==> src/rtl/set_assoc_cache_policy_engine_assert.svh <==
// Assertion macros for the cache policy engine top level.
`ifndef SET_ASSOC_CACHE_POLICY_ENGINE_ASSERT_SVH
`define SET_ASSOC_CACHE_POLICY_ENGINE_ASSERT_SVH

// Same-cycle implication, sampled on i_clk and disabled during reset.
`define SACPE_ASSERT_IMP(label, ante, cons, msg) \
    label: assert property (@(posedge i_clk) disable iff (!i_rst_n) (ante) |-> (cons)) \
        else $error(msg);

// Next-cycle implication, sampled on i_clk and disabled during reset.
`define SACPE_ASSERT_NXT(label, ante, cons, msg) \
    label: assert property (@(posedge i_clk) disable iff (!i_rst_n) (ante) |=> (cons)) \
        else $error(msg);

`endif

==> src/rtl/sacpe_pkg.sv <==
// Types and constants shared by the cache policy engine modules.
package sacpe_pkg;

    // Replacement policy codes.
    localparam logic [1:0] POL_FIFO = 2'd0;
    localparam logic [1:0] POL_LRU  = 2'd1;
    localparam logic [1:0] POL_LFU  = 2'd2;
    localparam logic [1:0] POL_RAND = 2'd3;

    // Access kind that marks a store.
    localparam logic [1:0] KIND_STORE = 2'd2;

    // Register indexes on the configuration port.
    localparam logic [1:0] REG_POLICY = 2'd0;
    localparam logic [1:0] REG_WBMODE = 2'd1;
    localparam logic [1:0] REG_LSIZE  = 2'd2;
    localparam logic [1:0] REG_DECAY  = 2'd3;

    // Galois LFSR feedback mask.
    localparam logic [15:0] LFSR_MASK = 16'hB400;

    // Sequencer states.
    typedef enum logic [3:0] {
        ST_CLR,
        ST_IDLE,
        ST_MODC,
        ST_RD,
        ST_CMP,
        ST_SCAN,
        ST_RND,
        ST_WR,
        ST_DRD,
        ST_DWR
    } t_state;

    // One way of a set as held in the line store.
    typedef struct packed {
        logic        valid;
        logic        dirty;
        logic [31:0] tag;
        logic [31:0] stamp;
    } t_entry;

    // Request to the remainder unit.
    typedef struct packed {
        logic        start;
        logic [31:0] dividend;
        logic [15:0] divisor;
    } t_rem_req;

    // Response from the remainder unit.
    typedef struct packed {
        logic        done;
        logic [15:0] remainder;
    } t_rem_rsp;

endpackage

==> src/rtl/sacpe_rem.sv <==
// Bit-serial remainder unit: 32-bit dividend modulo a 16-bit divisor.
module sacpe_rem (
    input  logic                i_clk,
    input  logic                i_rst_n,
    input  sacpe_pkg::t_rem_req i_req,
    output sacpe_pkg::t_rem_rsp o_rsp
);

    logic        r_busy;
    logic        r_done;
    logic [4:0]  r_cnt;
    logic [31:0] r_dvd;
    logic [15:0] r_div;
    logic [15:0] r_rem;
    logic [16:0] trial;
    logic [16:0] diff;

    // One restoring step: shift in the next dividend bit and subtract if it fits.
    always_comb begin
        trial = {r_rem, r_dvd[31]};
        diff  = trial - {1'b0, r_div};
        if (trial >= {1'b0, r_div}) begin
            trial = diff;
        end
    end

    // Control: 32 steps after a start, then a one-cycle done pulse.
    always_ff @(posedge i_clk) begin
        if (!i_rst_n) begin
            r_busy <= 1'b0;
            r_done <= 1'b0;
            r_cnt  <= '0;
        end else begin
            r_done <= 1'b0;
            if (i_req.start) begin
                r_busy <= 1'b1;
                r_cnt  <= '0;
            end else if (r_busy) begin
                r_cnt <= r_cnt + 5'd1;
                if (r_cnt == 5'd31) begin
                    r_busy <= 1'b0;
                    r_done <= 1'b1;
                end
            end
        end
    end

    // Datapath registers.
    always_ff @(posedge i_clk) begin
        if (i_req.start) begin
            r_dvd <= i_req.dividend;
            r_div <= i_req.divisor;
            r_rem <= '0;
        end else if (r_busy) begin
            r_dvd <= {r_dvd[30:0], 1'b0};
            r_rem <= trial[15:0];
        end
    end

    assign o_rsp.done      = r_done;
    assign o_rsp.remainder = r_rem;

endmodule

==> config.mk <==
export PLATFORM = sky130hd
export DESIGN_NAME = sacpe_rem
export DESIGN_NICKNAME = d
export VERILOG_FILES = /design/src/rtl/set_assoc_cache_policy_engine_assert.svh /design/src/rtl/sacpe_pkg.sv /design/src/rtl/sacpe_rem.sv
export SDC_FILE = /design/constraint.sdc
export NUM_CORES = 1
export LEC_CHECK = 0
export BUFFER_PORTS_ARGS = -buffer_cell sky130_fd_sc_hd__buf_2
export CAP_MARGIN = 25
export CORE_MARGIN = 2
export CORE_UTILIZATION = 49
export DETAILED_ROUTE_END_ITERATION = 7
export PLACE_DENSITY_LB_ADDON = 0.15
export SKIP_LAST_GASP = 1
export SYNTH_ARGS = -nofsm -noshare
export SYNTH_HDL_FRONTEND = slang
export SYNTH_SLANG_ARGS = --single-unit
==> constraint.sdc <==
create_clock -name i_clk -period 4.6 [get_ports i_clk]
set_clock_uncertainty 0.2 [all_clocks]
set_input_delay 0.69 -clock i_clk [delete_from_list [all_inputs] [get_ports i_clk]]
set_output_delay 0.69 -clock i_clk [all_outputs]
set_load 0.05 [all_outputs]
==> flow_summary.json, run 1 <==
{
  "core_area_um2": 7610,
  "wirelength_um": 7360,
  "ant_nets": 0,
  "routed_via_density": 5.39,
  "syn-num-nets": 397,
  "die-height_um": 92.1,
  "dr_total_vias": 2686,
  "synth-edff-count": 48,
  "slew_viol_final": 0,
  "netSwitchingFraction": 0.277,
  "hold_end": "r_cnt[4]",
  "synthAdderAreaFrac": 0.0645,
  "postCtsHoldBufs": 0,
  "r2r_cells": 6,
  "power_switching_uw": 397,
  "antenna_found_initial": 0,
  "clk_latency_ns": 0.35,
  "grt_usage": 0.182,
  "fin_crit_sh": 0.696,
  "cp_slowest_cell": "o21ai_2",
  "status": "finished, final reports clean",
  "async_flop_share": 0,
  "end_kind": "flip-flop",
  "cts_resized": 0,
  "ir_drop_mv": 0.185,
  "wl_per_cell_um": 14.8,
  "start_util": 0.500,
  "cp_max_fo": 19,
  "worst_pin_slew_ns": 0.879,
  "port_buffers": 67,
  "reg2reg_from": "r_rem[5]",
  "rsz0062_at_grt": "false",
  "reg2reg_to": "r_rem[10]",
  "seqPwrFrac": 0.528,
  "post-place-ws_ns": 1.44,
  "nets": 461,
  "rows": 32,
  "fmax_mhz": 312,
  "synth_compound_area_frac": 0.163,
  "max_cap_violations": 0,
  "yosysWarnings": 0,
  "io_pins": 68,
  "p_leak_nw": 1.86,
  "grt.overflow.total": 0,
  "grt_pass1_wl_um": 12100,
  "dieArea_um2": 8480,
  "power_frac_clock": 0.307,
  "setup_ws_ns": 1.40,
  "path_cells": "ha_1 > nand4_1 > or4_1 > o21ai_2 > or2_1 > a31oi_1",
  "cts.sinks": 71,
  "fin_tns_setup_ns": 0,
  "postSynthAreaPerCell_um2": 11.6,
  "synth_xor_area_frac": 0.0300,
  "ys_types": 62,
  "p_int_mw": 1.04,
  "drive_gt1_frac": 0.318,
  "muxShareOfSynthArea": 0.102,
  "cts-buffers-inserted": 9,
  "hold_class": "reg -> reg",
  "arrival_ns": 3.19,
  "holdPathStages": 2,
  "dp_hpwl_um": 5250,
  "synth_ff_type": "edfxtp_1",
  "n_fill_cell": 688,
  "power.density_nw_per_um2": 329,
  "post_cts_buffers": 0,
  "r2r_setup_slack_ns": 1.40,
  "seq_area_frac_synth": 0.500,
  "syn2layout_area_growth_pct": 14.8,
  "ys_ff_latch": 71,
  "yosys.area_share.simple": 0.0955,
  "die_w_um": 92.1,
  "drtIter0Drc": 222,
  "routabilityCongestion": 0.873,
  "cts_tree": "done",
  "cts-htree-levels": 3,
  "max_stage_delay_ns": 0.61,
  "fin_crit_ns": 3.20,
  "hold_violations": 0,
  "relSlewSlack": 0.412,
  "worstSetupStartpointType": "flip-flop",
  "crit_type": "reg -> reg",
  "grt_max_degree": 48,
  "setup_viol_count_final": 0,
  "grt_pass1_vias": 2597,
  "cp.required_ns": 4.59,
  "drc": 0,
  "synth_top_family_by_area": "compound AO/OA/AOI/OAI gates",
  "synth_cells": 327,
  "hp-start": "r_cnt[4]",
  "syn_area_um2": 3800,
  "power.share.combinational": 0.165,
  "clkTransAtPathRegs_ns": 0.08,
  "clock_path_buffers": 2,
  "n_antenna_cell": 0,
  "root_buffer": "clkbuf_8",
  "dr.pass1.iters": 4
}
==> metrics by stage <==
step           cells  hold WS [ns]  total power, mW  utilization  area [um^2]
4_1_cts          498         0.294             1.45        0.574         4360
3_3_place_gp     481         0.283             1.01        0.550         4190
2_1_floorplan    327         0.267            0.945            -         3800
5_1_grt          498         0.294             1.51        0.574         4360
6_report         498         0.307             1.43        0.574         4360
3_5_place_dp     482         0.299             1.01        0.551         4190
==> worst max-delay path: cells and delay by family (launching register included) <==
family | cells | cell delay (ns)
compound gates | 2 | 0.78
simple gates | 3 | 1.27
flops | 1 | 0.35
fa+ha+maj | 1 | 0.46
==> cells in the final DEF (no fill, tap or decap), types with 4 or more instances in the layout <==
| cell | count |
|---|---|
| edfxtp_1 | 48 |
| ha_1 | 18 |
| mux2i_1 | 4 |
| nand2_1 | 26 |
| a21oi_1 | 9 |
| buf_2 | 67 |
| clkbuf_8 | 9 |
| mux2_2 | 31 |
| nand2b_1 | 5 |
| o211ai_1 | 8 |
| nor2_1 | 21 |
| o31ai_1 | 4 |
| a21o_1 | 7 |
| xnor2_1 | 8 |
| and2_1 | 4 |
| inv_1 | 19 |
| a211o_1 | 4 |
| xor2_1 | 5 |
| o21a_1 | 5 |
| o21ai_0 | 5 |
| nor3_1 | 4 |
| dfxtp_1 | 23 |
| nand4_1 | 4 |
==> per-layer routing <==
layer / share of wire / wire [um] / vias up / track usage
met2: 0.46 / 3360 / 73 / 0.265
met5: 0 / 0 / - / 0
met1: 0.46 / 3380 / 1250 / 0.248
li1: - / - / 1351 / -
met4: 0.017 / 127 / 0 / 0.0933
met3: 0.067 / 491 / 12 / 0.0509
==> how the worst max path moves through the flow <==
| stage | from | endpoint | cells past startpoint |
|---|---|---|---|
| 6_report | r_rem[5] | r_rem[10] | 6 |
| 3_3_place_gp | r_div[6] | r_rem[8] | 7 |
| 4_1_cts | r_div[4] | r_rem[10] | 8 |
| 3_5_place_dp | r_div[4] | r_rem[10] | 8 |
| 5_1_grt | r_rem[5] | r_rem[8] | 6 |
| 2_1_floorplan | r_rem[9] | r_rem[4] | 9 |
==> cell type report <==
cell class / instances / area [um^2] / area share
sequential: 71 / 1900 / 0.436
multi-input combinational: 219 / 1730 / 0.397
timing repair buffer: 70 / 358 / 0.0820
tap: 102 / 128 / 0.0293
clock buffer: 9 / 124 / 0.0284
inverter: 20 / 75.1 / 0.0172
clock inverter: 7 / 46.3 / 0.0106
==> cells by family after synthesis <==
logic type,count (synthesis)
buf+inv,37
fa+ha+maj,19
simple gates,76
xor+xnor,13
flops,71
compound gates,76
mux,35
==> sequential cells by signal (all words and copies together) (netlist names) <==
signal,flops
r_busy,1
r_cnt,5
r_done,1
r_rem,16
r_dvd,32
r_div,16
==> cell usage after synthesis (2+ instances only) <==
cell | count | area share
nand4_1 | 4 | 0.0066
edfxtp_1 | 48 | 0.38
inv_1 | 19 | 0.019
o211ai_1 | 8 | 0.016
xor2_1 | 5 | 0.012
and3_1 | 3 | 0.0049
o221ai_1 | 2 | 0.0046
buf_1 | 3 | 0.0030
ha_1 | 18 | 0.059
a31o_1 | 3 | 0.0069
clkbuf_1 | 7 | 0.0069
nor3_1 | 4 | 0.0053
nand2b_1 | 5 | 0.0082
buf_2 | 2 | 0.0026
mux2i_1 | 4 | 0.011
buf_4 | 3 | 0.0059
o2111ai_1 | 2 | 0.0046
o31ai_1 | 4 | 0.0079
mux2_2 | 31 | 0.092
a211o_1 | 4 | 0.0092
a21oi_4 | 2 | 0.0086
a21o_1 | 7 | 0.014
a221o_1 | 2 | 0.0053
nand2_1 | 26 | 0.026
dfxtp_1 | 23 | 0.12
o21ai_0 | 5 | 0.0066
and2_1 | 4 | 0.0066
o311a_1 | 3 | 0.0079
a21boi_0 | 2 | 0.0040
xnor2_1 | 8 | 0.018
nor2_1 | 21 | 0.021
nor4_1 | 2 | 0.0033
buf_6 | 2 | 0.0059
a21oi_1 | 9 | 0.012
o21a_1 | 5 | 0.0099
==> power by group through the flow <==
stage	sequential, mW	combinational [mW]	clock (mW)
final	0.757	0.237	0.440
after global routing	0.763	0.261	0.481
after global placement	0.771	0.235	0
after detailed placement	0.773	0.237	0
after CTS	0.758	0.239	0.457
after floorplan	0.782	0.163	0
(Power assumes the default switching activity.)
==> run 2: changes to the inputs <==
clock period = 2.9 ns   (was 4.6 ns; I/O delays follow)
==> run 2 against run 1 <==
- sequential cell count is the same
- global-route usage grew 1.6 points
- die area is the same
- final cell count grew 2.2%
- critical path depth grew 3
- routed wire length grew 7.2%
- fmax grew 15%
- via count grew 3.5%
- clock-buffer cell count grew 1
- design area grew 3.0%
- non-clock buffer count grew 11
- critical endpoint is now r_rem[9]
- highest routed layer unchanged
==> flow_summary.json, run 2 (synthesis gave the netlist of run 1 again) <==
{
  "wl_per_cell_um": 15.5,
  "grt_max_degree": 33,
  "hold_violations": 0,
  "status": "finished, final reports clean",
  "io_pins": 68,
  "arrival_ns": 2.84,
  "die_w_um": 92.1,
  "routed_via_density": 5.46,
  "drtIter0Drc": 159,
  "hold_end": "r_div[0]",
  "crit_type": "reg -> reg",
  "cts-buffers-inserted": 9,
  "clk_latency_ns": 0.36,
  "antenna_found_initial": 0,
  "largest_reg_flops": 32,
  "fin_util": 0.591,
  "root_buffer": "clkbuf_8",
  "grt.overflow.total": 0,
  "start_util": 0.500,
  "clock_path_buffers": 2,
  "n_antenna_cell": 0,
  "worst_pin_slew_ns": 0.478,
  "layout_common_cells": "buf_2, edfxtp_1, mux2_2",
  "r2r_setup_slack_ns": 0.11,
  "fin_crit_ns": 2.79,
  "worstSetupStartpointType": "flip-flop",
  "setup_viol_count_final": 0,
  "postCtsHoldBufs": 0,
  "slew_viol_final": 0,
  "ir_drop_mv": 0.348,
  "cts.sinks": 71,
  "grt_pass1_wl_um": 12900,
  "die-height_um": 92.1,
  "syn2layout_area_growth_pct": 18.3,
  "dieArea_um2": 8480,
  "core_area_um2": 7610,
  "layout_commonest_cell": "buf_2",
  "max_cap_violations": 0,
  "fin_tns_setup_ns": 0,
  "drc": 0,
  "routabilityCongestion": 0.858,
  "r2r_cells": 9,
  "relSlewSlack": 0.680,
  "drive_gt1_frac": 0.342,
  "dr_total_vias": 2780,
  "rsz0062_at_grt": "false",
  "ant_nets": 0,
  "wirelength_um": 7900,
  "cts_tree": "done",
  "cp.required_ns": 2.95,
  "p_leak_nw": 1.93,
  "clkTransAtPathRegs_ns": 0.09,
  "dp_hpwl_um": 5640,
  "nets": 472,
  "end_kind": "flip-flop",
  "power.density_nw_per_um2": 547,
  "port_buffers": 67,
  "fmax_mhz": 359,
  "rows": 32,
  "reg2reg_from": "r_div[4]",
  "n_fill_cell": 676,
  "cts_resized": 0,
  "reg2reg_to": "r_rem[9]",
  "fin_crit_sh": 0.962,
  "total_power_mw": 2.46,
  "largest_register": "r_dvd",
  "top_regs": "r_dvd x32, r_div x16, r_rem x16",
  "dr.pass1.iters": 4,
  "cp_max_fo": 11,
  "grt_pass1_vias": 2733,
  "holdPathStages": 1,
  "hold_class": "in -> reg",
  "post_cts_buffers": 0,
  "grt_usage": 0.198,
  "cts-htree-levels": 3,
  "hp-start": "i_req[0]"
}
## run 2: cell count changes in the layout (fill, tap and decap cells not counted), sizes merged
cell / change
clkinv: -2
buf: +11
inv: -1
bufinv: +2
clkbuf: +1
## run 2: worst max-delay path, cell delays in order, from the launching register on
cell and delay (ns):
edfxtp_1 0.33, inv_1 0.04, ha_1 0.38, o211ai_1 0.11, a21o_1 0.20, a211o_1 0.36
a211oi_4 0.47, buf_4 0.26, o221ai_1 0.15, o311a_1 0.15
## run 2: how the worst max path moves through the flow
| stage | startpoint | end | slack, ns | cells past startpoint |
|---|---|---|---|---|
| final | r_div[4] | r_rem[9] | 0.11 | 9 |
| after global routing | r_div[6] | r_rem[9] | 0.01 | 8 |
| after CTS | r_dvd[31] | r_rem[14] | 0.0006 | 10 |
| after detailed placement | r_dvd[31] | r_rem[14] | 0.01 | 10 |
| after global placement | r_dvd[31] | r_rem[14] | 0.15 | 10 |
| after floorplan | r_rem[7] | r_rem[4] | 0.03 | 9 |
## run 2: area by class of cell
cell class / instances / area [um^2] / area share
sequential: 71 / 1900 / 0.424
multi-input combinational: 219 / 1740 / 0.386
timing repair buffer: 81 / 440 / 0.0980
clock buffer: 10 / 128 / 0.0284
tap: 102 / 128 / 0.0284
clock inverter: 6 / 83.8 / 0.0186
inverter: 20 / 75.1 / 0.0167
## run 2: power by group
part	internal [mW]	total (mW)	switching [mW]
registers	1.17	1.20	0.0286
logic	0.173	0.391	0.218
clock network	0.482	0.869	0.387
total	1.82	2.46	0.634
## run 2: metrics by stage
stage          hold WS, ns  cell area, um^2  std cells  setup WS, ns
2_1_floorplan        0.267             3800        327        0.0289
4_1_cts             0.0248             4490        509      0.000622
3_3_place_gp         0.292             4280        493         0.152
3_5_place_dp         0.296             4280        493        0.0131
6_report            0.0448             4500        509         0.111
5_1_grt             0.0295             4500        509        0.0107
## run 2: routing by layer
layer / wire length (um) / track usage / part of all wire / vias to the layer above
met1: 3560 / 0.246 / 0.45 / 1339
met2: 3820 / 0.326 / 0.48 / 57
li1: - / - / - / 1373
met3: 403 / 0.0534 / 0.051 / 11
met5: 0 / 0 / 0 / -
met4: 113 / 0.0821 / 0.014 / 0
==> run 3: changes to the inputs <==
ABC_AREA = 1   (was unset)
PLACE_DENSITY = 0.71   (was unset)
PLACE_DENSITY_LB_ADDON = unset   (was 0.15)
SETUP_SLACK_MARGIN = 0.4   (was unset)
==> run 3 against run 2 <==
- worst hold slack improved by 0.0032 ns
- synthesized cell count increased by 57%
- clock-buffer cell count unchanged
- synthesized area increased by 8.0%
- routed wire length increased by 12%
- largest power group unchanged
- register-to-register slack improved by 0.54 ns
- non-clock buffer count decreased by 10
- critical endpoint is now r_rem[2]
- highest routed layer unchanged
- fmax increased by 24%
==> flow_summary.json, run 3 <==
{
  "fin_crit_sh": 0.774,
  "clkTransAtPathRegs_ns": 0.09,
  "dieArea_um2": 9120,
  "core_area_um2": 8180,
  "cts-buffers-inserted": 9,
  "syn2layout_area_growth_pct": 14.8,
  "top_regs": "r_dvd x32, r_div x16, r_rem x16",
  "setup_viol_count_final": 0,
  "yosys-top-cells-count": "nand2_1, inv_1, edfxtp_1, nand3_1, dfxtp_1",
  "crit_start": "r_rem[9]",
  "clock_path_buffers": 2,
  "largest_register": "r_dvd",
  "ys_types": 40,
  "grt_pass1_vias": 3243,
  "fmax_mhz": 445,
  "synth-edff-count": 48,
  "syn-num-nets": 583,
  "status": "finished, final reports clean",
  "seq_area_frac_synth": 0.463,
  "highest_layer": "met4",
  "wl_met2_um": 4240,
  "cp.required_ns": 2.99,
  "layout_commonest_cell": "nand2_1",
  "largest_reg_flops": 32,
  "wirelength_um": 8860,
  "routabilityCongestion": 0.934,
  "clk_latency_ns": 0.36,
  "dp_hpwl_um": 6410,
  "seq_area_um2": 1900,
  "r2r_cells": 12,
  "hold_violations": 0,
  "syn_area_um2": 4100,
  "fin_tns_setup_ns": 0,
  "drive_gt1_frac": 0.206,
  "drc": 0,
  "rows": 33,
  "postSynthAreaPerCell_um2": 8.00,
  "cts_tree": "done",
  "synth_ff_type": "edfxtp_1",
  "drtIter0Drc": 131,
  "root_buffer": "clkbuf_8",
  "cts.sinks": 71,
  "async_flop_share": 0,
  "reg2reg_to": "r_rem[2]",
  "n_fill_cell": 768,
  "worstSetupStartpointType": "flip-flop",
  "grt_max_degree": 44,
  "grt_pass1_wl_um": 14700,
  "ys_top_cells_by_area": "edfxtp_1, nand2_1, dfxtp_1",
  "yosysTopAreaCell": "edfxtp_1",
  "ys_ff_latch": 71,
  "end_kind": "flip-flop",
  "cts-htree-levels": 3,
  "n_antenna_cell": 0,
  "relSlewSlack": 0.412,
  "die_w_um": 95.5,
  "layout_common_cells": "nand2_1, inv_1, buf_2",
  "synth_cells": 513,
  "yosysWarnings": 0,
  "nets": 652,
  "p_leak_nw": 2.44,
  "start_util": 0.502,
  "cp_max_fo": 18,
  "worst_pin_slew_ns": 0.880,
  "r2r_setup_slack_ns": 0.65,
  "ir_drop_mv": 0.285,
  "power.density_nw_per_um2": 481,
  "multi_input_area_um2": 1840,
  "slew_viol_final": 0,
  "max_cap_violations": 0,
  "routed_via_density": 4.93,
  "antenna_found_initial": 0,
  "placed_cells": 676,
  "fin_util": 0.577,
  "met3WireLength_um": 542,
  "port_buffers": 67,
  "crit_path_end": "r_rem[2]",
  "synth_most_common_cell": "nand2_1",
  "dr_total_vias": 3409,
  "met1_length_um": 3950,
  "io_pins": 68,
  "hold_class": "in -> reg",
  "reg2reg_from": "r_rem[9]",
  "rsz0062_at_grt": "false",
  "wl_per_cell_um": 12.8,
  "timing.hold.ws_ns": 0.0480,
  "grt.overflow.total": 0,
  "crit_type": "reg -> reg",
  "synth.top_cell.area_share": 0.351,
  "arrival_ns": 2.34,
  "die-height_um": 95.5,
  "layout.cells.non_filler": 692,
  "grt_usage": 0.210,
  "dr.pass1.iters": 4,
  "ant_nets": 0,
  "fin_crit_ns": 2.25
}
run 3: cell count changes after synthesis, moves of 5 or more:
cell	before	now
nand3_2	0	10
o21a_1	5	0
o211ai_1	8	0
a21o_1	7	1
nand2_2	0	8
nor2_1	21	15
nand3b_1	0	5
inv_1	19	71
mux2_2	31	0
nand2b_1	5	0
nand3_1	0	39
nand2_1	26	201
run 3: power by group:
part	leakage, nW	switching (mW)	internal [mW]
clock network	0.0933	0.417	0.403
logic	1.67	0.168	0.0969
registers	0.671	0.0205	1.16
total	2.44	0.606	1.66
run 3: final cells by class:
| type | count | share of cell area |
|---|---|---|
| Tap cell | 105 | 0.0279 |
| Inverter | 75 | 0.0597 |
| Sequential cell | 71 | 0.404 |
| Timing Repair Buffer | 71 | 0.0775 |
| Clock buffer | 10 | 0.0271 |
| Clock inverter | 6 | 0.0143 |
| Multi-Input combinational cell | 354 | 0.390 |
run 3: how the worst min path moves through the flow:
stage | start | to | depth (start not counted)
6_report | i_req[4] | r_div[4] | 1
5_1_grt | i_req[4] | r_div[4] | 1
4_1_cts | i_req[4] | r_div[4] | 1
3_5_place_dp | r_cnt[4] | r_cnt[4] | 2
3_3_place_gp | r_cnt[4] | r_cnt[4] | 2
2_1_floorplan | r_cnt[4] | r_cnt[4] | 2
run 3: logic make-up after synthesis:
| kind of cell | after synthesis | share of synthesized area |
|---|---|---|
| and+or+nand+nor | 301 | 0.336 |
| buffers and inverters | 88 | 0.0893 |
| DFF | 71 | 0.463 |
| AOI/OAI and AO/OA | 27 | 0.0369 |
| adders and majority gates | 19 | 0.0598 |
| xor gates and xnor gates | 7 | 0.0149 |
run 3: metal layers:
metal	vias up	GRT usage
li1	1768	-
met1	1540	0.266
met2	88	0.347
met3	13	0.0506
met4	0	0.0786
met5	-	0
run 3: timing repair:
item                                    CTS  global route
endpoints found under the setup margin    0             3
hold buffers                              0             0
gates resized for setup                   0             1
setup buffers                             0             0
run 3: critical path, stage by stage (launching register included):
cell	delay (ns)
dfxtp_1	0.37
ha_1	0.39
nand2_1	0.12
nand2_1	0.08
nand2_1	0.06
nand2_1	0.06
nand2_1	0.09
nand2_2	0.09
nor2_8	0.32
nand2_8	0.17
nand2_1	0.09
nand3_1	0.06
o21ai_1	0.08
run 3: per-stage QoR:
step	cell area (um^2)	power [mW]	worst slack, ns
floorplan	4100	1.38	0.603
global placement	4520	1.47	0.573
detailed placement	4520	1.47	0.553
CTS	4710	2.28	0.551
global route	4710	2.36	0.432
finish	4710	2.27	0.654
